## src/rtl/mdrt_pkg.sv

```systemverilog
// ----------------------------------------------------------------------------
// mdrt_pkg
// Shared types, codes and sizes of the dispatch rule table.
// ----------------------------------------------------------------------------
package mdrt_pkg;

	localparam int TableEntries = 8;
	localparam int IdxW = (TableEntries > 1) ? $clog2(TableEntries) : 1;
	localparam int CntW = $clog2(TableEntries + 1);

	// request action codes
	localparam logic [1:0] ActAdd      = 2'd0;
	localparam logic [1:0] ActRemove   = 2'd1;
	localparam logic [1:0] ActDispatch = 2'd2;
	localparam logic [1:0] ActUnused   = 2'd3;

	// response status codes
	localparam logic [1:0] StOk   = 2'd0;
	localparam logic [1:0] StFull = 2'd1;
	localparam logic [1:0] StNone = 2'd2;

	typedef struct packed {
		logic [1:0]  action;
		logic [31:0] header_word;
		logic [15:0] min_length;
		logic [15:0] max_length;
		logic [7:0]  handler_tag;
		logic [15:0] message_length;
	} req_item_t;

	typedef struct packed {
		logic [1:0] status;
		logic [7:0] matched_tag;
		logic [3:0] rule_count;
	} rsp_item_t;

	typedef enum logic [1:0] {
		OP_ADD,
		OP_REMOVE,
		OP_DISPATCH,
		OP_IGNORE
	} op_t;

	typedef struct packed {
		op_t         op;
		logic [31:0] header;
		logic [15:0] min_len;
		logic [15:0] max_len;
		logic [7:0]  tag;
		logic [15:0] msg_len;
	} cmd_t;

endpackage

```

## src/rtl/message_dispatch_rule_table.sv

```systemverilog
// ----------------------------------------------------------------------------
// message_dispatch_rule_table
// Ordered first-match rule table: add, remove by tag, dispatch a message.
// ----------------------------------------------------------------------------
// Request channel (req_valid / req_stall / req) carries one transaction per
// command: add a rule, remove the first rule with a tag, or dispatch a
// message header word and length. Response channel (rsp_valid / rsp_stall /
// rsp) returns exactly one transaction per request, in request order, with
// status, matched tag and the rule count after the command.
// A two-entry queue sits between the request decoder and the table
// sequencer; the sequencer visits one rule per cycle on its single read port.
// Work per request at the sequencer:
//   add or unused action: result set when taken, then reported
//   dispatch: scan of the rules (scan stops at the first match)
//   remove: scan to the tag, then move later rules up
// rsp_valid rises when the report state loads the response into the
// output register.
// The sequencer takes the next request once its response has entered the
// output register; while rsp_stall is high the response holds, the queue
// fills and req_stall rises when both queue entries are taken.
// Reset empties the queue, the output register and the table; rule
// storage itself is not cleared.
// ----------------------------------------------------------------------------
module message_dispatch_rule_table (
	input  logic                clk,
	input  logic                arst_n,
	input  logic                req_valid,
	output logic                req_stall,
	input  mdrt_pkg::req_item_t req,
	output logic                rsp_valid,
	input  logic                rsp_stall,
	output mdrt_pkg::rsp_item_t rsp
);

	logic           cmd_valid;
	logic           cmd_take;
	mdrt_pkg::cmd_t cmd;

	mdrt_front u_front (
		.clk       (clk),
		.arst_n    (arst_n),
		.req_valid (req_valid),
		.req_stall (req_stall),
		.req       (req),
		.cmd_valid (cmd_valid),
		.cmd_take  (cmd_take),
		.cmd       (cmd)
	);

	mdrt_back u_back (
		.clk       (clk),
		.arst_n    (arst_n),
		.cmd_valid (cmd_valid),
		.cmd_take  (cmd_take),
		.cmd       (cmd),
		.rsp_valid (rsp_valid),
		.rsp_stall (rsp_stall),
		.rsp       (rsp)
	);

endmodule

```

## src/rtl/mdrt_front.sv

```systemverilog
// ----------------------------------------------------------------------------
// mdrt_front
// Accepts requests, decodes the action and holds them in a two-entry queue.
// ----------------------------------------------------------------------------
module mdrt_front (
	input  logic                clk,
	input  logic                arst_n,
	input  logic                req_valid,
	output logic                req_stall,
	input  mdrt_pkg::req_item_t req,
	output logic                cmd_valid,
	input  logic                cmd_take,
	output mdrt_pkg::cmd_t      cmd
);

	mdrt_pkg::cmd_t queue_q [2];
	logic           wr_ptr_q;
	logic           rd_ptr_q;
	logic [1:0]     fill_q;
	logic           push;
	logic           pop;
	mdrt_pkg::cmd_t decoded;

	always_comb begin
		case (req.action)
			mdrt_pkg::ActAdd:      decoded.op = mdrt_pkg::OP_ADD;
			mdrt_pkg::ActRemove:   decoded.op = mdrt_pkg::OP_REMOVE;
			mdrt_pkg::ActDispatch: decoded.op = mdrt_pkg::OP_DISPATCH;
			default:               decoded.op = mdrt_pkg::OP_IGNORE;
		endcase
		decoded.header  = req.header_word;
		decoded.min_len = req.min_length;
		decoded.max_len = req.max_length;
		decoded.tag     = req.handler_tag;
		decoded.msg_len = req.message_length;
	end

	assign req_stall = (fill_q == 2'd2);
	assign push      = req_valid && !req_stall;
	assign cmd_valid = (fill_q != 2'd0);
	assign pop       = cmd_valid && cmd_take;
	assign cmd       = queue_q[rd_ptr_q];

	always_ff @(posedge clk) begin
		if (push) begin
			queue_q[wr_ptr_q] <= decoded;
		end
	end

	always_ff @(posedge clk or negedge arst_n) begin
		if (!arst_n) begin
			wr_ptr_q <= 1'b0;
			rd_ptr_q <= 1'b0;
			fill_q   <= 2'd0;
		end else begin
			if (push) begin
				wr_ptr_q <= !wr_ptr_q;
			end
			if (pop) begin
				rd_ptr_q <= !rd_ptr_q;
			end
			case ({push, pop})
				2'b10:   fill_q <= fill_q + 2'd1;
				2'b01:   fill_q <= fill_q - 2'd1;
				default: fill_q <= fill_q;
			endcase
		end
	end

endmodule

```

## src/rtl/mdrt_back.sv

```systemverilog
// ----------------------------------------------------------------------------
// mdrt_back
// Rule store and sequencer: appends, scans and compacts the rule table one
// entry per cycle, and holds the response in an output register.
// ----------------------------------------------------------------------------
module mdrt_back (
	input  logic                clk,
	input  logic                arst_n,
	input  logic                cmd_valid,
	output logic                cmd_take,
	input  mdrt_pkg::cmd_t      cmd,
	output logic                rsp_valid,
	input  logic                rsp_stall,
	output mdrt_pkg::rsp_item_t rsp
);

	typedef struct packed {
		logic [31:0] header;
		logic [15:0] min_len;
		logic [15:0] max_len;
		logic [7:0]  tag;
	} rule_t;

	typedef enum logic [1:0] {
		ST_IDLE,
		ST_SCAN,
		ST_SHIFT,
		ST_REPORT
	} state_t;

	state_t                        state_q;
	rule_t                         rules_q [mdrt_pkg::TableEntries];
	logic [mdrt_pkg::CntW-1:0]     cnt_q;
	logic [mdrt_pkg::CntW-1:0]     idx_q;
	mdrt_pkg::cmd_t                cmd_q;
	mdrt_pkg::rsp_item_t           res_q;
	logic                          rsp_valid_q;
	mdrt_pkg::rsp_item_t           rsp_q;

	logic [mdrt_pkg::CntW-1:0]     idx_next;
	logic [mdrt_pkg::CntW-1:0]     rd_addr;
	rule_t                         rd_rule;
	logic                          full;
	logic                          in_range;
	logic                          shift_more;
	logic                          hit_remove;
	logic                          len_ok;
	logic                          hit_dispatch;
	logic                          wr_en;
	logic [mdrt_pkg::IdxW-1:0]     wr_addr;
	rule_t                         wr_rule;
	logic                          rsp_load;

	assign idx_next   = idx_q + mdrt_pkg::CntW'(1);
	assign rd_addr    = (state_q == ST_SHIFT) ? idx_next : idx_q;
	assign rd_rule    = rules_q[rd_addr[mdrt_pkg::IdxW-1:0]];
	assign full       = (cnt_q == mdrt_pkg::CntW'(mdrt_pkg::TableEntries));
	assign in_range   = (idx_q < cnt_q);
	assign shift_more = (idx_next < cnt_q);
	assign hit_remove = (rd_rule.tag == cmd_q.tag);
	assign len_ok     = ((rd_rule.min_len == 16'd0) || (cmd_q.msg_len >= rd_rule.min_len)) &&
	                    ((rd_rule.max_len == 16'd0) || (cmd_q.msg_len <= rd_rule.max_len));
	assign hit_dispatch = (rd_rule.tag != 8'd0) && (rd_rule.header == cmd_q.header) && len_ok;
	assign cmd_take   = (state_q == ST_IDLE) && cmd_valid;
	// load the output register once it is empty or being drained
	assign rsp_load   = (state_q == ST_REPORT) && (!rsp_valid_q || !rsp_stall);

	// append in the take cycle, move the next rule up one place while compacting
	always_comb begin
		wr_en   = 1'b0;
		wr_addr = cnt_q[mdrt_pkg::IdxW-1:0];
		wr_rule = '{header: cmd.header, min_len: cmd.min_len, max_len: cmd.max_len,
		            tag: cmd.tag};
		if (cmd_take && (cmd.op == mdrt_pkg::OP_ADD) && !full) begin
			wr_en = 1'b1;
		end else if ((state_q == ST_SHIFT) && shift_more) begin
			wr_en   = 1'b1;
			wr_addr = idx_q[mdrt_pkg::IdxW-1:0];
			wr_rule = rd_rule;
		end
	end

	always_ff @(posedge clk) begin
		if (wr_en) begin
			rules_q[wr_addr] <= wr_rule;
		end
	end

	always_ff @(posedge clk or negedge arst_n) begin
		if (!arst_n) begin
			state_q     <= ST_IDLE;
			cnt_q       <= '0;
			idx_q       <= '0;
			cmd_q       <= '0;
			res_q       <= '0;
			rsp_valid_q <= 1'b0;
			rsp_q       <= '0;
		end else begin
			if (rsp_load) begin
				rsp_valid_q <= 1'b1;
			end else if (!rsp_stall) begin
				rsp_valid_q <= 1'b0;
			end
			case (state_q)
				ST_IDLE: begin
					if (cmd_take) begin
						cmd_q <= cmd;
						idx_q <= '0;
						case (cmd.op)
							mdrt_pkg::OP_ADD: begin
								if (full) begin
									res_q <= '{status: mdrt_pkg::StFull, matched_tag: 8'd0,
									           rule_count: 4'(cnt_q)};
								end else begin
									cnt_q <= cnt_q + mdrt_pkg::CntW'(1);
									res_q <= '{status: mdrt_pkg::StOk, matched_tag: 8'd0,
									           rule_count: 4'(cnt_q + mdrt_pkg::CntW'(1))};
								end
								state_q <= ST_REPORT;
							end
							mdrt_pkg::OP_REMOVE,
							mdrt_pkg::OP_DISPATCH: begin
								state_q <= ST_SCAN;
							end
							default: begin
								res_q <= '{status: mdrt_pkg::StNone, matched_tag: 8'd0,
								           rule_count: 4'(cnt_q)};
								state_q <= ST_REPORT;
							end
						endcase
					end
				end
				ST_SCAN: begin
					if (!in_range) begin
						res_q <= '{status: mdrt_pkg::StNone, matched_tag: 8'd0,
						           rule_count: 4'(cnt_q)};
						state_q <= ST_REPORT;
					end else if ((cmd_q.op == mdrt_pkg::OP_REMOVE) && hit_remove) begin
						state_q <= ST_SHIFT;
					end else if ((cmd_q.op == mdrt_pkg::OP_DISPATCH) && hit_dispatch) begin
						res_q <= '{status: mdrt_pkg::StOk, matched_tag: rd_rule.tag,
						           rule_count: 4'(cnt_q)};
						state_q <= ST_REPORT;
					end else begin
						idx_q <= idx_next;
					end
				end
				ST_SHIFT: begin
					if (shift_more) begin
						idx_q <= idx_next;
					end else begin
						cnt_q <= cnt_q - mdrt_pkg::CntW'(1);
						res_q <= '{status: mdrt_pkg::StOk, matched_tag: 8'd0,
						           rule_count: 4'(cnt_q - mdrt_pkg::CntW'(1))};
						state_q <= ST_REPORT;
					end
				end
				ST_REPORT: begin
					// hold until the output register is free
					if (rsp_load) begin
						rsp_q   <= res_q;
						state_q <= ST_IDLE;
					end
				end
				default: begin
					state_q <= ST_IDLE;
				end
			endcase
		end
	end

	assign rsp_valid = rsp_valid_q;
	assign rsp       = rsp_q;

	a_cnt_bound: assert property (@(posedge clk) disable iff (!arst_n)
		cnt_q <= mdrt_pkg::CntW'(mdrt_pkg::TableEntries))
		else $error("rule count exceeds table size");

	a_shift_in_range: assert property (@(posedge clk) disable iff (!arst_n)
		(state_q == ST_SHIFT) |-> (idx_q < cnt_q))
		else $error("compaction index beyond last rule");

	a_take_leaves_idle: assert property (@(posedge clk) disable iff (!arst_n)
		cmd_take |=> (state_q != ST_IDLE))
		else $error("sequencer stayed idle after taking a transaction");

	a_add_grows: assert property (@(posedge clk) disable iff (!arst_n)
		(cmd_take && (cmd.op == mdrt_pkg::OP_ADD) && !full) |=>
		(cnt_q == $past(cnt_q) + mdrt_pkg::CntW'(1)))
		else $error("accepted add did not grow the table");

endmodule

```

## config.mk

```make
export PLATFORM = sky130hd
export DESIGN_NAME = message_dispatch_rule_table
export DESIGN_NICKNAME = d
export VERILOG_FILES = /design/src/rtl/mdrt_pkg.sv /design/src/rtl/message_dispatch_rule_table.sv /design/src/rtl/mdrt_front.sv /design/src/rtl/mdrt_back.sv
export SDC_FILE = /design/constraint.sdc
export NUM_CORES = 1
export LEC_CHECK = 0
export BUFFER_PORTS_ARGS = -buffer_cell sky130_fd_sc_hd__buf_2
export CAP_MARGIN = 20
export CORE_MARGIN = 2
export CORE_UTILIZATION = 60
export CTS_BUF_LIST = sky130_fd_sc_hd__clkbuf_8 sky130_fd_sc_hd__clkbuf_16
export DETAILED_ROUTE_END_ITERATION = 8
export PLACE_DENSITY = 0.77
export SYNTH_ARGS = -nofsm -noshare
export SYNTH_HDL_FRONTEND = slang
export SYNTH_SLANG_ARGS = --single-unit
export TNS_END_PERCENT = 20
```

## constraint.sdc

```tcl
create_clock -name clk -period 16.2 [get_ports clk]
set_input_delay 2.43 -clock clk [delete_from_list [all_inputs] [get_ports clk]]
set_output_delay 2.43 -clock clk [all_outputs]
set_load 0.005 [all_outputs]
```

Word level (Yosys, flattened, before mapping)
Memory sizes are Yosys's and may differ from the RTL's.
Index checks and enable logic that the tools add are counted.
{"block": "totals", "register_bits": 101, "ram_bits": 756, "in_bits": 94, "word_cells": 137, "memories": 2}
{"name": "u_back.rules_q", "depth": 8, "word_bits": 72, "rd": 1, "rd_clocked_by_memory_dff": 0, "wr": 1, "line": "mdrt_back.sv:32", "rtl": "rule_t rules_q [mdrt_pkg::TableEntries];"}
{"name": "u_front.queue_q", "depth": 2, "word_bits": 90, "rd": 1, "rd_clocked_by_memory_dff": 0, "wr": 1, "line": "mdrt_front.sv:16", "rtl": "mdrt_pkg::cmd_t queue_q [2];"}
{"block": "classes", "addsub": 5, "n_lt_le_gt_ge": 4, "n_eq_ne": 29, "mux": 42, "n_reduce_logical": 38}
{"op": "$mux W72", "count": 2}
{"op": "$mux W14", "count": 5}
{"op": "$pmux W14 S3", "count": 1}
{"op": "$mux W4", "count": 9}
{"op": "$eq A32 B32 Y1", "count": 1}
{"op": "$logic_not A16 Y1", "count": 2}
{"op": "$pmux W14 S2", "count": 1}
{"op": "$ge A16 B16 Y1", "count": 1}
{"op": "$le A16 B16 Y1", "count": 1}
{"op": "$eq A2 B2 Y1 const B", "count": 7}
{"op": "$mux W2", "count": 7}
{"op": "$mux W13", "count": 1}
{"op": "$logic_and A1 B1 Y1", "count": 12}
{"op": "$ne A2 B2 Y1 const B", "count": 6}
{"op": "$pmux W4 S3", "count": 1}
{"op": "$reduce_and A6 Y1", "count": 2}
{"op": "$eq A2 B1 Y1 const B", "count": 5}
{"op": "$ne A2 B1 Y1 const B", "count": 5}
{"op": "$mux W3", "count": 3}
{"op": "$add A4 B1 Y4 const B", "count": 2}
{"op": "$eq A8 B8 Y1", "count": 1}
{"op": "$lt A4 B4 Y1", "count": 2}
{"op": "$mux W1", "count": 8}
{"op": "$pmux W2 S4", "count": 1}
{"op": "19 further kinds", "count": 32}

Logic depth before layout (Yosys ltp)
An unclocked memory read counts as a cell.
{"block": "depth", "word_depth": 12, "depth_mapped": 24, "depth_no_buf": 19}

Hierarchy
Synthesis repeated with hierarchy kept, for this count alone.
{"block": "unflattened", "hier_cells": 2071, "area_unflattened_um2": 35840.6}
{"mod": "mdrt_back", "n_inst": 1, "cells_per_inst": 1771, "area_per_inst_um2": 28690.0, "seq_area_each_um2": 19723.9}
{"mod": "mdrt_front", "n_inst": 1, "cells_per_inst": 300, "area_per_inst_um2": 7150.6, "seq_area_each_um2": 5505.3}

Worst setup path after synthesis
Ideal clock, no wire load.
{"block": "synth_path", "path_kind": "in2reg", "from": "input port req_valid", "to": "memory u_front.queue_q[0][0] (netlist name), enable pin", "setup_time_ps": 539, "arrival_ps": 6273, "required_ps": 15661, "path_slack_ps": 9388, "path_stages": 2, "n_path_buf": 0, "path_cell_list": "nand2_1 > nor2_1"}
{"block": "synth_via", "elab_chain_cells": 3}
{"item": "from (decl)", "line": "message_dispatch_rule_table.sv:27", "rtl": "input logic req_valid,"}
{"item": "$logic_and A1 B1 Y1", "line": "mdrt_front.sv:39", "rtl": "assign push = req_valid && !req_stall;"}
{"item": "$mux W1", "line": "mdrt_front.sv:45", "rtl": "if (push) begin"}
{"item": "$mux W1 (not written as such)", "line": "mdrt_front.sv:46", "rtl": "queue_q[wr_ptr_q] <= decoded;"}
{"item": "to (decl)", "line": "mdrt_front.sv:16"}
No other way between the ends.

Worst setup path in the final report
{"block": "layout_path", "from": "register u_back.state_q[0]", "to": "register u_back.res_q[7] (netlist name)"}
{"block": "layout_via", "elab_chain_cells": 10, "elab_cells_between_ends": 31, "cone_classes": "order compare: 2; eq/ne: 9; mux: 5; reduce/logical: 14; memory: 1"}
{"item": "from (decl)", "line": "mdrt_back.sv:31", "rtl": "state_t state_q;"}
{"item": "from (signal assigned)", "line": "mdrt_back.sv:91", "rtl": "state_q <= ST_IDLE;"}
{"item": "from (signal assigned)", "line": "mdrt_back.sv:119", "rtl": "state_q <= ST_REPORT;"}
{"item": "from (signal assigned)", "line": "mdrt_back.sv:123", "rtl": "state_q <= ST_SCAN;"}
{"item": "$eq A2 B2 Y1", "line": "mdrt_back.sv:55, mdrt_back.sv:104"}
{"item": "$mux W3", "line": "mdrt_back.sv:55", "rtl": "assign rd_addr = (state_q == ST_SHIFT) ? idx_next : idx_q;"}
{"item": "$mem_v2 Z8 W72"}
{"item": "$ge A16 B16 Y1, or another cell as far along", "line": "mdrt_back.sv:61", "rtl": "assign len_ok = ((rd_rule.min_len == 16'd0) || (cmd_q.msg_len >= rd_rule.min_len)) &&"}
{"item": "$logic_or A1 B1 Y1 (on tied branches)", "line": "mdrt_back.sv:61, mdrt_back.sv:62"}
{"item": "$logic_and A1 B1 Y1", "line": "mdrt_back.sv:61"}
{"item": "$logic_and A1 B1 Y1", "line": "mdrt_back.sv:63", "rtl": "assign hit_dispatch = (rd_rule.tag != 8'd0) && (rd_rule.header == cmd_q.header) && len_ok;"}
{"item": "$logic_and A1 B1 Y1", "line": "mdrt_back.sv:140", "rtl": "end else if ((cmd_q.op == mdrt_pkg::OP_DISPATCH) && hit_dispatch) begin"}
{"item": "$ne A3 B3 Y1 (no source line)"}
{"item": "$reduce_and A6 Y1 (no source line)"}
{"item": "to (signal assigned)", "line": "mdrt_back.sv:135", "rtl": "res_q <= '{status: mdrt_pkg::StNone, matched_tag: 8'd0,"}
{"item": "to (signal assigned)", "line": "mdrt_back.sv:141", "rtl": "res_q <= '{status: mdrt_pkg::StOk, matched_tag: rd_rule.tag,"}
{"item": "to (signal assigned)", "line": "mdrt_back.sv:153", "rtl": "res_q <= '{status: mdrt_pkg::StOk, matched_tag: 8'd0,"}
{"item": "to (decl)", "line": "mdrt_back.sv:36", "rtl": "mdrt_pkg::rsp_item_t res_q;"}
Several ways; a longest one is shown, not always the timed one. The select of a mux whose other input is x is not followed.
A chain may end at the register's enable or synchronous reset.

==> results.json <==
{
  "n_antenna_cell": 0,
  "crit_path_cell_trace": "inv_1, ha_1, xor2_4, buf_4, buf_4, nand2_1, nand3_1, nand4_1, ha_1, a21o_1, a21o_1, a21o_1, a21oi_1, nor2_1, nor3_1, nor3_1, nor4_1, o311ai_1, a21o_1, mux2_4",
  "crit_path_frequent_cell": "a21o_1",
  "dieArea_mm2": 0.0610,
  "avgRoutedWirePerCell_um": 24.3,
  "routed_wl_um": 81600,
  "die_w_um": 247,
  "dr_total_vias": 21192,
  "antenna_found_initial": 1,
  "synth_edf_count": 756,
  "drt-pass1-iter-count": 6,
  "maxCapViolations": 0,
  "root_buffer": "clkbuf_16",
  "cellLeakagePower_nw": 14.3,
  "power_density_mw_per_mm2": 242,
  "grt_pass1_wl_um": 124000,
  "cts_htree_levels": 3,
  "clock_latency_ns": 0.62,
  "ys_types": 64,
  "cts_sinks": 857,
  "holdWs_ns": 0.501,
  "path_delay_family": "buffers and inverters",
  "post_cts_resized": 0,
  "top_level_ports": 110,
  "gp_congestion": 0.872,
  "crit_required_ns": 16.70,
  "fin_crit_sh_pct": 43.0,
  "cts_buffer_depth": 3,
  "hpwl_um": 46600,
  "synth_area_per_cell_um2": 14.6,
  "hold_path_class": "reg2reg",
  "drt_iter0_drc": 2593,
  "portBuffers": 109,
  "r2r_start": "u_back.state_q[0]",
  "ys_seq_area_share_pct": 71.2,
  "drive_gt1_share_pct": 14.2,
  "fin_crit_ns": 6.96,
  "crit_buf_inv": 3,
  "stdcell_count": 3354,
  "post-route-drc-count": 0,
  "hp-start": "u_back.rsp[8]",
  "post_cts_buffers": 0,
  "setup_tns_ns": 0,
  "ctsHoldBuffers": 0,
  "r2r_slack_ns": 9.24,
  "cp.arrival_ns": 7.46,
  "overflow": 0,
  "end_kind": "flip-flop",
  "hold_viol": 0,
  "rsz0062_at_grt": "no",
  "drtAntennaViolNets": 0,
  "final_max_slew_viol_count": 0,
  "rows": 89,
  "slowest_stage": "buf_4",
  "total_power_mw": 9.55,
  "worstSetupPathType": "reg2reg",
  "die_h_um": 247,
  "synthCells": 2420,
  "synth_top_flop_cell": "edfxtp_1",
  "synth_area_mm2": 0.0354,
  "grt_pass1_vias": 21634,
  "hold_depth": 1,
  "fin_nets": 2655,
  "dpl.cell_count": 3202,
  "irDropWorstVdd_v": 0.000226,
  "start_util_pct": 60.4,
  "fmax_ghz": 0.144,
  "final-setup-viol-count": 0,
  "syn_to_final_growth_pct": 11.6,
  "worst_hold_path.endpoint": "u_back.rsp[8]",
  "tightest_slew_ns": 1.10,
  "max_stage_delay_ns": 0.99,
  "slew_headroom_pct": 26.4,
  "synth_warnings": 0,
  "grt_usage_pct": 27.1,
  "worstPathMaxFanout": 104,
  "grt_max_degree": 165,
  "drt-vias-per-instance": 6.32,
  "skew_ns": 0.0163,
  "synth_fp_nets": 2562,
  "status": "finished, final reports clean",
  "startpoint_type": "flip-flop",
  "cts_tree": "yes",
  "core_area_mm2": 0.0587,
  "path_clk_slew_ns": 0.06,
  "reg2reg_to": "u_back.res_q[7]",
  "ys_async_sr_fraction_pct": 11.8,
  "synth-seq-cells": 857,
  "ff2ff_path_depth": 20,
  "cts_buffers": 82
}
-- logic make-up after synthesis --
logic type | Yosys count | synth area share, %
DFF | 857 | 71.2
and+or+nand+nor | 792 | 10.4
AOI/OAI and AO/OA | 276 | 5.00
muxes | 235 | 8.53
buffers and inverters | 163 | 1.90
xor gates and xnor gates | 49 | 1.23
adders and majority gates | 48 | 1.70
-- placed cells by master, fill, tap and decap left out, types with 8 or more instances in the layout --
master	netlist	routed
nand3_1	173	173
clkinv_1	0	14
clkbuf_16	0	85
buf_2	26	108
buf_4	0	34
nor3_1	8	8
nor4_1	8	8
ha_1	48	48
mux4_2	46	46
a21oi_1	55	55
o211ai_1	10	10
dfrtp_1	101	100
clkinv_2	0	11
nor2_1	45	39
o21ai_0	91	90
nand4_1	64	64
a211oi_1	54	54
nor2b_1	40	36
mux2_2	21	21
inv_1	29	47
xnor2_1	22	22
edfxtp_1	756	756
and3_1	26	25
a21o_1	13	13
xor2_1	26	25
mux2_4	11	11
mux2i_1	156	155
bufinv_16	0	10
nand2_1	391	390
-- where the power goes --
| group | internal (mW) | switching [mW] | leakage [nW] |
|---|---|---|---|
| clock | 1.14 | 0.801 | 1.41 |
| sequential | 3.51 | 0.222 | 8.15 |
| combinational | 1.20 | 2.68 | 4.78 |
-- metrics by stage --
step           utilization [%]  setup WS, ns  instance area (um2)
5_1_grt                   67.4          8.93                39600
3_3_place_gp              62.7          9.70                36800
6_report                  67.4          9.24                39600
3_5_place_dp              62.7          9.46                36800
4_1_cts                   67.4          9.35                39600
2_1_floorplan                -          9.39                35400
-- sequential cells by signal, indices dropped and copies added, names as in the netlist --
register	count
u_back.cmd_q	58
u_back.cnt_q	4
u_back.idx_q	4
u_back.res_q	14
u_back.rsp	14
u_back.rsp_valid	1
u_back.rules_q	576
u_back.state_q	2
u_front.fill_q	2
u_front.queue_q	180
u_front.rd_ptr_q	1
u_front.wr_ptr_q	1
-- area by class of cell --
type | count | area [um2]
fill | 3801 | 19100
clock buffer | 91 | 2210
tap | 773 | 967
multi-input combinational | 1400 | 9680
inverter | 29 | 109
sequential | 857 | 25200
clock inverter | 61 | 539
timing repair buffer | 143 | 816
-- worst max path at each step --
stage,start,to,cells after the start
final,u_back.state_q[0],u_back.res_q[7],20
after global routing,u_back.state_q[0],u_back.res_q[7],20
after CTS,u_back.state_q[0],u_back.res_q[7],20
after detailed placement,u_back.state_q[0],u_back.res_q[7],20
after global placement,u_back.state_q[0],u_back.res_q[7],20
after floorplan,req_valid,u_front.queue_q[0][0],2
-- synth_stat cells, drive strengths merged, types with 3 or more instances --
library cell	instances	area share, %
a211oi	54	1.1
a21boi	4	0.085
a21o	13	0.28
a21oi	55	0.78
a221o	3	0.085
a31oi	3	0.053
a32o	5	0.14
a32oi	3	0.074
and3	26	0.46
and4	4	0.099
buf	45	0.65
clkbuf	89	0.94
dfrtp	101	7.1
edfxtp	756	64
ha	48	1.7
inv	29	0.31
mux2	32	1.1
mux2i	157	4.5
mux4	46	2.9
nand2	391	4.1
nand2b	6	0.11
nand3	173	2.4
nand3b	4	0.085
nand4	64	1.1
nand4b	6	0.15
nor2	45	0.48
nor2b	40	0.71
nor3	8	0.11
nor4	8	0.14
o2111ai	5	0.12
o211ai	10	0.21
o21ai	91	1.3
o22ai	5	0.088
o311ai	3	0.074
o31ai	3	0.064
o32ai	5	0.17
or2	3	0.053
or4	5	0.11
xnor2	23	0.59
xor2	26	0.64
-- metal layers --
metal / GRT usage (%) / routed length [um] / vias up
li1: - / - / 9382
met1: 37.0 / 32400 / 10610
met2: 44.0 / 39800 / 1017
met3: 4.32 / 6380 / 183
met4: 11.4 / 2960 / 0
met5: 0 / 0 / -
-- worst reg2reg max path, delay by kind of cell (launching register included) --
family,cells,cell delay (ns)
multiplexers,1,0.41
XOR/XNOR,1,0.28
AND/OR/NAND/NOR,7,1.52
adder cells (fa/ha/maj),2,0.84
buffers and inverters,3,1.90
AO/OA/AOI/OAI,6,1.46
flip-flops,1,0.44
Power figures use the tool's default switching activity.
